### config.mk
export PLATFORM = sky130hd
export DESIGN_NAME = prim_mst_front
export DESIGN_NICKNAME = d
export VERILOG_FILES = /design/src/rtl/core/prim_mst_pkg.sv /design/src/rtl/core/prim_mst_front.sv
export SDC_FILE = /design/constraint.sdc
export NUM_CORES = 1
export LEC_CHECK = 0
export BUFFER_PORTS_ARGS = -buffer_cell sky130_fd_sc_hd__buf_4
export CAP_MARGIN = 15
export CORE_MARGIN = 5
export CORE_UTILIZATION = 51
export CTS_CLUSTER_DIAMETER = 40
export DETAILED_ROUTE_END_ITERATION = 12
export PLACE_DENSITY = 0.82
export SETUP_SLACK_MARGIN = 0.1
export SYNTH_ARGS = -nofsm -noshare
export SYNTH_HDL_FRONTEND = slang
export SYNTH_SLANG_ARGS = --single-unit
export TNS_END_PERCENT = 100
### constraint.sdc
create_clock -name clk -period 2.1 [get_ports clk]
set_input_delay 0.21 -clock clk [delete_from_list [all_inputs] [get_ports clk]]
set_output_delay 0.21 -clock clk [all_outputs]
set_load 0.01 [all_outputs]
### src/rtl/core/prim_mst_pkg.sv
// Shared types and constants for the minimum spanning tree block.
`timescale 1ns / 1ps
package prim_mst_pkg;
	localparam int MAX_VERTICES = 32;
	localparam int MAX_EDGES    = 256;
	localparam int WEIGHT_BITS  = 16;
	localparam int VIDX_W       = $clog2(MAX_VERTICES);
	localparam int VCNT_W       = VIDX_W + 1;
	localparam int EIDX_W       = $clog2(MAX_EDGES);
	localparam int ECNT_W       = EIDX_W + 1;
	localparam int COST_W       = 21;
	localparam int ACC_W        = COST_W + 1;
	localparam int QUEUE_DEPTH  = 4;
	localparam int QPTR_W       = $clog2(QUEUE_DEPTH);
	localparam int KEY_W        = WEIGHT_BITS + 2 * VIDX_W;

	typedef enum logic [1:0] {
		OP_LOAD    = 2'd0,
		OP_COMPUTE = 2'd1,
		OP_CLEAR   = 2'd2
	} op_t;

	// One classified request travelling from the front to the back.
	typedef struct packed {
		op_t                            op;
		logic [VIDX_W-1:0]              src;
		logic [VIDX_W-1:0]              tgt;
		logic signed [WEIGHT_BITS-1:0]  weight;
	} req_t;

	typedef enum logic [1:0] {
		ST_IDLE,
		ST_SCAN,
		ST_COMMIT,
		ST_EMIT
	} state_t;
endpackage

### src/rtl/core/prim_mst_front.sv
// Front part: accepts requests, drops unused codes and queues the rest.
`timescale 1ns / 1ps
module prim_mst_front import prim_mst_pkg::*; (
	input  logic              clk,
	input  logic              arst_n,
	input  logic              in_valid,
	output logic              in_ready,
	input  logic [1:0]        in_op,
	input  logic [VIDX_W-1:0] in_src,
	input  logic [VIDX_W-1:0] in_tgt,
	input  logic [WEIGHT_BITS-1:0] in_weight,
	output logic              q_valid,
	output req_t              q_head,
	input  logic              q_pop
);
	req_t              slot_q [QUEUE_DEPTH];
	logic [QPTR_W-1:0] wr_q;
	logic [QPTR_W-1:0] rd_q;
	logic [QPTR_W:0]   cnt_q;
	logic              known_op;
	logic              push;

	// Only load, compute and clear requests enter the queue.
	assign known_op = (in_op == OP_LOAD) || (in_op == OP_COMPUTE) || (in_op == OP_CLEAR);
	assign in_ready = (cnt_q != QUEUE_DEPTH[QPTR_W:0]);
	assign push     = in_valid && in_ready && known_op;
	assign q_valid  = (cnt_q != '0);
	assign q_head   = slot_q[rd_q];

	// Queue storage.
	always_ff @(posedge clk) begin
		if (push) begin
			slot_q[wr_q] <= '{op: op_t'(in_op), src: in_src, tgt: in_tgt,
				weight: $signed(in_weight)};
		end
	end

	// Queue pointers and fill level.
	always_ff @(posedge clk or negedge arst_n) begin
		if (!arst_n) begin
			wr_q  <= '0;
			rd_q  <= '0;
			cnt_q <= '0;
		end else begin
			if (push) wr_q <= wr_q + 1'b1;
			if (q_pop) rd_q <= rd_q + 1'b1;
			cnt_q <= cnt_q + {{QPTR_W{1'b0}}, push} - {{QPTR_W{1'b0}}, q_pop};
		end
	end
endmodule

# Yosys cells after proc, flatten, opt, wreduce, memory -nomap -nowiden
# Memory sizes are Yosys's and may differ from the RTL's.
# Cells that the tools add are included.
op_classes:
  n_addsub: 4
  eq_ne: 3
  mux: 2
  n_reduce_logical: 6
ops:
  columns: ["cell", "count"]
  rows:
  - ["2-bit by 1-bit adder with 2-bit output, second input constant", 2]
  - ["3-bit by 1-bit adder with 3-bit output", 1]
  - ["3-bit != test, second input constant", 1]
  - ["3-bit nonzero test", 1]
  - ["3-bit by 1-bit subtractor with 3-bit output", 1]
  - ["2-bit by 1-bit == test with 1-bit output, second input constant", 1]
  - ["2-bit == test, second input constant", 1]
  - ["1-bit logical AND", 2]
  - ["2-bit zero test", 1]
  - ["1-bit logical OR", 2]
  - ["1-bit two-way mux", 2]
word_totals:
  register_bits: 7
  ramBits: 112
  inputBits: 32
  output_inout_bits: 30
  elab_cells: 19
  memories: 1
mem_list:
  columns: ["memory", "depth", "width", "read_ports", "rd_clocked_by_memory_dff", "write_ports", "line_no", "source"]
  rows:
  - ["slot_q", 4, 28, 1, 0, 1, "prim_mst_front.sv:16", "req_t slot_q [QUEUE_DEPTH];"]

# Depth between registers and ports, before layout
# Gate-level depths: netlist of the first run.
depth:
  word_depth: 6
  ltp_mapped: 10
  ltp_nobuf: 9

# Worst setup path after synthesis of the first run
# Ideal clock, no wire load.
synth_timing:
  path_type: "register to register"
  from: "register cnt_q[1]"
  to: "register cnt_q[2]"
  setup_ps: 123
  t_arrival_ps: 2085
  t_required_ps: 1977
  setup_slack_ps: -107
  stages_incl_launch_ff: 11
  cell_sequence: "dfrtp_1 > or3b_1 > and3_1 > buf_6 > inv_1 > ha_1 > inv_1 > ha_1 > fa_1 > xnor2_1 > xnor2_1"
synth_between:
  elab_chain_cells: 5
synth_lines:
  columns: ["item", "line_no", "source"]
  rows:
  - ["from (decl)", "prim_mst_front.sv:19", "logic [QPTR_W:0] cnt_q;"]
  - ["from (signal assigned)", "prim_mst_front.sv:47", "cnt_q <= cnt_q + {{QPTR_W{1'b0}}, push} - {{QPTR_W{1'b0}}, q_pop};"]
  - ["3-bit != test", "prim_mst_front.sv:25", "assign in_ready = (cnt_q != QUEUE_DEPTH[QPTR_W:0]);"]
  - ["named net in_ready", "prim_mst_front.sv:7", "output logic in_ready,"]
  - ["1-bit logical AND (2 in a row)", "prim_mst_front.sv:26", "assign push = in_valid && in_ready && known_op;"]
  - ["3-bit by 1-bit adder with 3-bit output", "prim_mst_front.sv:47", null]
  - ["3-bit by 1-bit subtractor with 3-bit output", "prim_mst_front.sv:47", null]
# The timed path passes the listed nets, and every way through them passes these cells.
# A chain may end at the register's enable or synchronous reset.

# Final worst setup path of the first run
layout_timing:
  from: "register cnt_q[1]"
  to: "register cnt_q[2]"
layout_between:
  elab_chain_cells: 5
layout_lines:
  columns: ["item", "line_no"]
  rows:
  - ["3-bit != test", "prim_mst_front.sv:25"]
  - ["1-bit logical AND (2 in a row)", "prim_mst_front.sv:26"]
  - ["3-bit by 1-bit adder with 3-bit output (*)", "prim_mst_front.sv:47"]
  - ["3-bit by 1-bit subtractor with 3-bit output (*)", "prim_mst_front.sv:47"]
# Every way passes the cells marked *; elsewhere a longest branch is shown, timed or not.

==> impl_metrics.ini, run 1 <==
[synthesis]
yosys.area_share.simple_pct = 1.32
ys_warn_count = 0
synth_cell_types = 18
synthAdderAreaFrac_pct = 2.14
post_synth_xor_area_fraction_pct = 0.985
post_synth.cell_area_avg_um2 = 24.4
muxShareOfSynthArea_pct = 14.5
synthCells = 182
synth_fp_nets = 221
synth-seq-cells = 119
synth.area.top_cells = edfxtp_1 (76%), mux4_2 (14%), dfrtp_1 (3.9%), ha_1 (1.7%), xnor2_1 (0.79%)
yosys.area.top_type = edfxtp_1
netlist_area_um2 = 4440
synth_top_area_share_pct = 75.7
synth_top_family_by_area = multiplexers
yosysSeqAreaShare_pct = 79.6
synth_compound_area_share_pct = 0

[clocking]
clkLatencyLatePin_ns = 0.51
cts_tree = built
clk_pin_slew_ns = 0.06
cts_made_buffers = 17
cts_root_buf = clkbuf_8
tritoncts_num_sinks = 119
htreeDepth = 4
clk_path_buf_depth = 2

[die]
coreArea_um2 = 8590
rows = 34
die_h_um = 103
io_pins = 62
start_util_pct = 51.7
die_area_um2 = 10700
die_w_um = 103

[routing]
ant_nets = 0
drt_pass1_iterations = 4
drc_errors = 0
vias = 2196
drt_iter0_drc = 158
drt-total-wl_mm = 8.05
wl_per_cell_um = 19.3
vias_per_cell = 5.27

[timing]
final-setup-viol-count = 0
worst_pin_slew_ns = 0.453
finalHoldViolations = 0
relSlewSlack_pct = 69.8
rsz0062_at_grt = yes
fin_skew_ns = 0.0133
fin_ws_ns = 0.0425
maxSlewViolCount = 0
period_share_pct = 98.0
layout_min_cycle_time_ns = 2.06
timing.fmax_mhz = 486

[layout]
multi_input_area_um2 = 892
nNetsFinal = 335
drive_above_1_share_pct = 47.2
antenna_cells = 0
seqCellArea_um2 = 3540
stdcell_area_um2 = 6190
fill_cells = 483
area.growth.synth_to_final_pct = 39.3

[global_route]
antenna_found_initial = 0
grt_usage_pct = 16.3
globalRouteOverflowTotal = 0
grt_pass1_wl_mm = 12.3
grt_pass1_vias = 2367
grt_max_degree = 29

[status]
status = complete, no violations

[worst_setup_path]
worst_ep_required_time_ns = 2.48
slowest_stage = dfrtp_1
cp-start-kind = register
worstSetupEndpointType = register
crit_start = cnt_q[1]$_DFF_PN0_
reg2reg_from = cnt_q[1]$_DFF_PN0_
crit_buf_inv = 2
path_cells = or3b_4 > and3_4 > inv_2 > ha_4 > inv_2 > ha_4 > fa_2 > xnor2_2 > xnor2_1
path_class = reg -> reg
cpPeakStageDelay_ns = 0.40
path_max_fanout = 3
cp_top_family = adder cells
critPathArrivalTime_ns = 2.44

[power_and_ir_drop]
max-vdd-ir-drop_uv = 770
finalPower_mw = 8.95
powerDensity_nw_per_um2 = 1450
p_leak_nw = 2.22

[place]
io_buffers = 61
routabilityCongestion = 0.696
dp_hpwl_mm = 4.37
pre_cts_slack_ns = 0.0166
dpl_cell_area_um2 = 5070

[min_path]
hp-class = in -> async

[job]
max_cap_viol_count = 0
==> through the flow <==
stage	cells	setup TNS, ns	hold slack [ns]	util (%)
floorplan	182	-0.0121	-0.0856	-
global placement	349	0	0.0313	59.1
detailed placement	349	0	0.0316	59.1
CTS	415	0	0.0403	70.6
global route	417	-0.0222	0.0656	72.0
finish	417	0	0.0601	72.0
==> path summary, 6_finish.rpt <==
path / endpoint / slack, ns / depth (start not counted)
max reg2reg: cnt_q[2]$_DFF_PN0_ / 0.04 / 9
max in group asynchronous: rd_q[0]$_DFFE_PN0P_ / 1.90 / 2
max: cnt_q[2]$_DFF_PN0_ / 0.04 / 9
min in group clk: wr_q[0]$_DFFE_PN0P_ / 0.31 / 5
min: cnt_q[0]$_DFF_PN0_ / 0.06 / 2
min reg2reg: wr_q[1]$_DFFE_PN0P_ / 0.59 / 1
==> per-layer routing <==
| layer | global-route usage [%] | up-vias | wire length (um) |
|---|---|---|---|
| li1 | - | 985 | - |
| met5 | 0 | - | 0 |
| met2 | 27.4 | 61 | 4160 |
| met3 | 5.84 | 15 | 430 |
| met1 | 19.5 | 1135 | 3290 |
| met4 | 6.08 | 0 | 170 |
==> cell usage in the layout, fill, tap and decap left out, types with 2 or more instances in the layout <==
cell and count:
clkinv_4 3, mux4_2 28, ha_4 2, xnor2_1 3, edfxtp_1 112, inv_6 2
nand2_1 2, dfrtp_1 6, clkinvlp_4 4, buf_6 28, and2_4 4, inv_1 4
clkbuf_16 16, ha_1 4, inv_2 2, buf_12 3, dlygate4sd3_1 30, bufinv_16 4
buf_4 41
==> Yosys cell counts <==
master    instances
and2_1            1
and2_2            3
and3_1            1
buf_2             5
buf_6             1
clkbuf_1          1
dfrtp_1           7
edfxtp_1        112
fa_1              1
ha_1              6
inv_1             6
mux2_4            1
mux4_2           28
nand2_1           2
or3_2             1
or3b_1            1
xnor2_1           4
xor2_1            1
==> cell families (layout without fill, tap and decap cells) <==
group                    count (synthesis)  after routing
flip-flops                             119            119
multiplexers                            29             29
buffers and inverters                   13            140
AND/OR/NAND/NOR                          9              9
adder cells (fa/ha/maj)                  7              7
XOR/XNOR                                 5              5
==> what timing repair did <==
item / 4_1_cts / 5_1_grt
setup buffers: 4 / 2
endpoints found under the setup margin: 21 / 141
hold buffers: 30 / 0
resized for setup: 7 / 32
endpoints found under the hold margin: 121 / 0
pin swaps: 2 / 1
==> worst register-to-register path, stage by stage (launching register included) <==
cell and delay [ns]:
dfrtp_1 0.40, or3b_4 0.38, and3_4 0.17, inv_2 0.06, ha_4 0.12, inv_2 0.04, ha_4 0.15, fa_2 0.36
xnor2_2 0.15, xnor2_1 0.12
==> sequential cells by signal, indices dropped and copies added, names as in the netlist <==
name,cells
cnt_q,3
slot_q,112
wr_q,2
rd_q,2
==> cell type report <==
class | instances | area share [%]
well taps | 108 | 2.18
clock inverters | 15 | 3.27
repair buffers | 102 | 15.9
multi-input cells | 50 | 14.4
flip-flops and latches | 119 | 57.2
inverters | 6 | 0.364
clock buffers | 17 | 6.69
==> power breakdown <==
group | switching, mW | leakage [nW] | total (mW) | internal [mW]
Clock | 1.02 | 0.288 | 2.94 | 1.93
Sequential | 0.130 | 1.10 | 3.18 | 3.05
Combinational | 1.21 | 0.835 | 2.82 | 1.62
(Power assumes the default switching activity.)
==> inputs of run 2 (changes only) <==
--- a/config.mk
+++ b/config.mk
@@ -8,10 +8,10 @@
 export BUFFER_PORTS_ARGS = -buffer_cell sky130_fd_sc_hd__buf_4
 export CAP_MARGIN = 15
 export CORE_MARGIN = 5
-export CORE_UTILIZATION = 51
+export CORE_UTILIZATION = 61
 export CTS_CLUSTER_DIAMETER = 40
 export DETAILED_ROUTE_END_ITERATION = 12
-export PLACE_DENSITY = 0.82
+export PLACE_DENSITY = 0.91
 export SETUP_SLACK_MARGIN = 0.1
 export SYNTH_ARGS = -nofsm -noshare
 export SYNTH_HDL_FRONTEND = slang
==> constraint.sdc (replaced) <==
create_clock -name clk -period 2.5 [get_ports clk]
set_input_delay 0.25 -clock clk [delete_from_list [all_inputs] [get_ports clk]]
set_output_delay 0.25 -clock clk [all_outputs]
set_load 0.01 [all_outputs]
==> impl_metrics.ini, run 2 (synthesis results as in run 1) <==
[clocking]
htreeDepth = 4
post_cts_buffers = 0
clkLatencyLatePin_ns = 0.50
tritoncts_num_sinks = 119
cts_made_buffers = 17
clk_pin_slew_ns = 0.06
clk_path_buf_depth = 2
cts_tree = built
cts_root_buf = clkbuf_8

[routing]
drc_errors = 0
wl_met2_mm = 5.04
top_layer = met4
drt_iter0_drc = 204
ant_nets = 0
drt-total-wl_mm = 9.58
drt_pass1_iterations = 4
vias = 2305
met3_length_um = 685
wl_met1_mm = 3.52
wl_per_cell_um = 23.9
vias_per_cell = 5.75

[timing]
maxSlewViolCount = 0
rsz0062_at_grt = no
whs_ns = 0.108
fin_ws_ns = 0.225
relSlewSlack_pct = 48.5
final-setup-viol-count = 0
timing.fmax_mhz = 440
tns_ns = 0
fin_skew_ns = 0.00623
period_share_pct = 91.0
worst_pin_slew_ns = 0.773
finalHoldViolations = 0
layout_min_cycle_time_ns = 2.27

[global_route]
antenna_found_initial = 0
grt_pass1_wl_mm = 14.6
globalRouteOverflowTotal = 0
grt_pass1_vias = 2569
grt_usage_pct = 23.5
grt_max_degree = 29

[layout]
fill_cells = 302
final_cell_mix = edfxtp_1 (112), buf_4 (65), dlygate4sd3_1 (30), mux4_2 (28), clkbuf_16 (16)
mostFrequentLayoutCell = edfxtp_1
top_regs = slot_q (112), cnt_q (3)
area.growth.synth_to_final_pct = 33.8
drive_above_1_share_pct = 41.7
largest_register_ffs = 112
antenna_cells = 0
seqCellArea_um2 = 3540
stdcell_area_um2 = 5950
largest_register = slot_q
nNetsFinal = 329
multi_input_area_um2 = 843

[place]
dpl_cell_area_um2 = 5040
pre_cts_slack_ns = 0.282
routabilityCongestion = 0.726
io_buffers = 61
dp_hpwl_mm = 5.00

[power_and_ir_drop]
p_leak_nw = 2.15
finalPower_mw = 7.23
max-vdd-ir-drop_uv = 814
powerDensity_nw_per_um2 = 1220

[worst_setup_path]
crit_buf_inv = 2
cpPeakStageDelay_ns = 0.56
worstSetupEndpointType = primary output
worst_ep_required_time_ns = 2.25
path_class = reg -> out
r2r_setup_slack_ns = 0.25
cp-start-kind = register
r2r_cells = 9
path_max_fanout = 20
rr_endpoint = cnt_q[2]$_DFF_PN0_
path_cells = buf_12 > mux4_2 > buf_4
cp_top_family = multiplexers
critPathArrivalTime_ns = 2.02
reg2reg_from = cnt_q[1]$_DFF_PN0_
slowest_stage = mux4_2

[die]
coreArea_um2 = 7180
start_util_pct = 61.9
io_pins = 62
die_area_um2 = 9090
rows = 31
die_h_um = 95.4
die_w_um = 95.4

[status]
status = complete, no violations

[job]
max_cap_viol_count = 0

[min_path]
hp-class = in -> async
## run 2: timing repair
item | CTS | global route
hold buffers | 30 | 0
hold endpoints to repair | 120 | 0
gates resized for setup | 0 | 1
endpoints found under the setup margin | 0 | 20
## run 2: worst max path at each step
| stage | from | end | cells past startpoint |
|---|---|---|---|
| after floorplan | cnt_q[1]$_DFF_PN0_ | cnt_q[2]$_DFF_PN0_ | 10 |
| after global placement | cnt_q[1]$_DFF_PN0_ | cnt_q[2]$_DFF_PN0_ | 9 |
| after detailed placement | cnt_q[1]$_DFF_PN0_ | cnt_q[2]$_DFF_PN0_ | 9 |
| after CTS | rd_q[0]$_DFFE_PN0P_ | q_head[10] | 3 |
| after global routing | rd_q[0]$_DFFE_PN0P_ | q_head[10] | 3 |
| final | rd_q[0]$_DFFE_PN0P_ | q_head[10] | 3 |
## run 2: layout make-up
cell class / instances / area share [%]
Multi-Input combinational cell: 50 / 14.2
Clock buffer: 20 / 7.15
Tap cell: 99 / 2.08
Sequential cell: 119 / 59.6
Timing Repair Buffer: 96 / 13.6
Inverter: 6 / 0.379
Clock inverter: 11 / 3.03
## run 2: where the power goes
group,internal (mW),switching [mW]
Clock,1.70,0.807
Sequential,2.57,0.206
Combinational,1.04,0.908
Total,5.31,1.92
## run 2: per-layer routing
metal / GRT usage, % / vias to the layer above
li1: - / 964
met1: 27.9 / 1203
met2: 38.5 / 112
met3: 7.26 / 26
met4: 12.7 / 0
met5: 0 / -
## run 2: metrics by stage
| stage | instances | util (%) |
|---|---|---|
| finish | 401 | 82.9 |
| global route | 401 | 82.9 |
| CTS | 401 | 82.8 |
| detailed placement | 340 | 70.2 |
| global placement | 340 | 70.2 |
| floorplan | 182 | - |
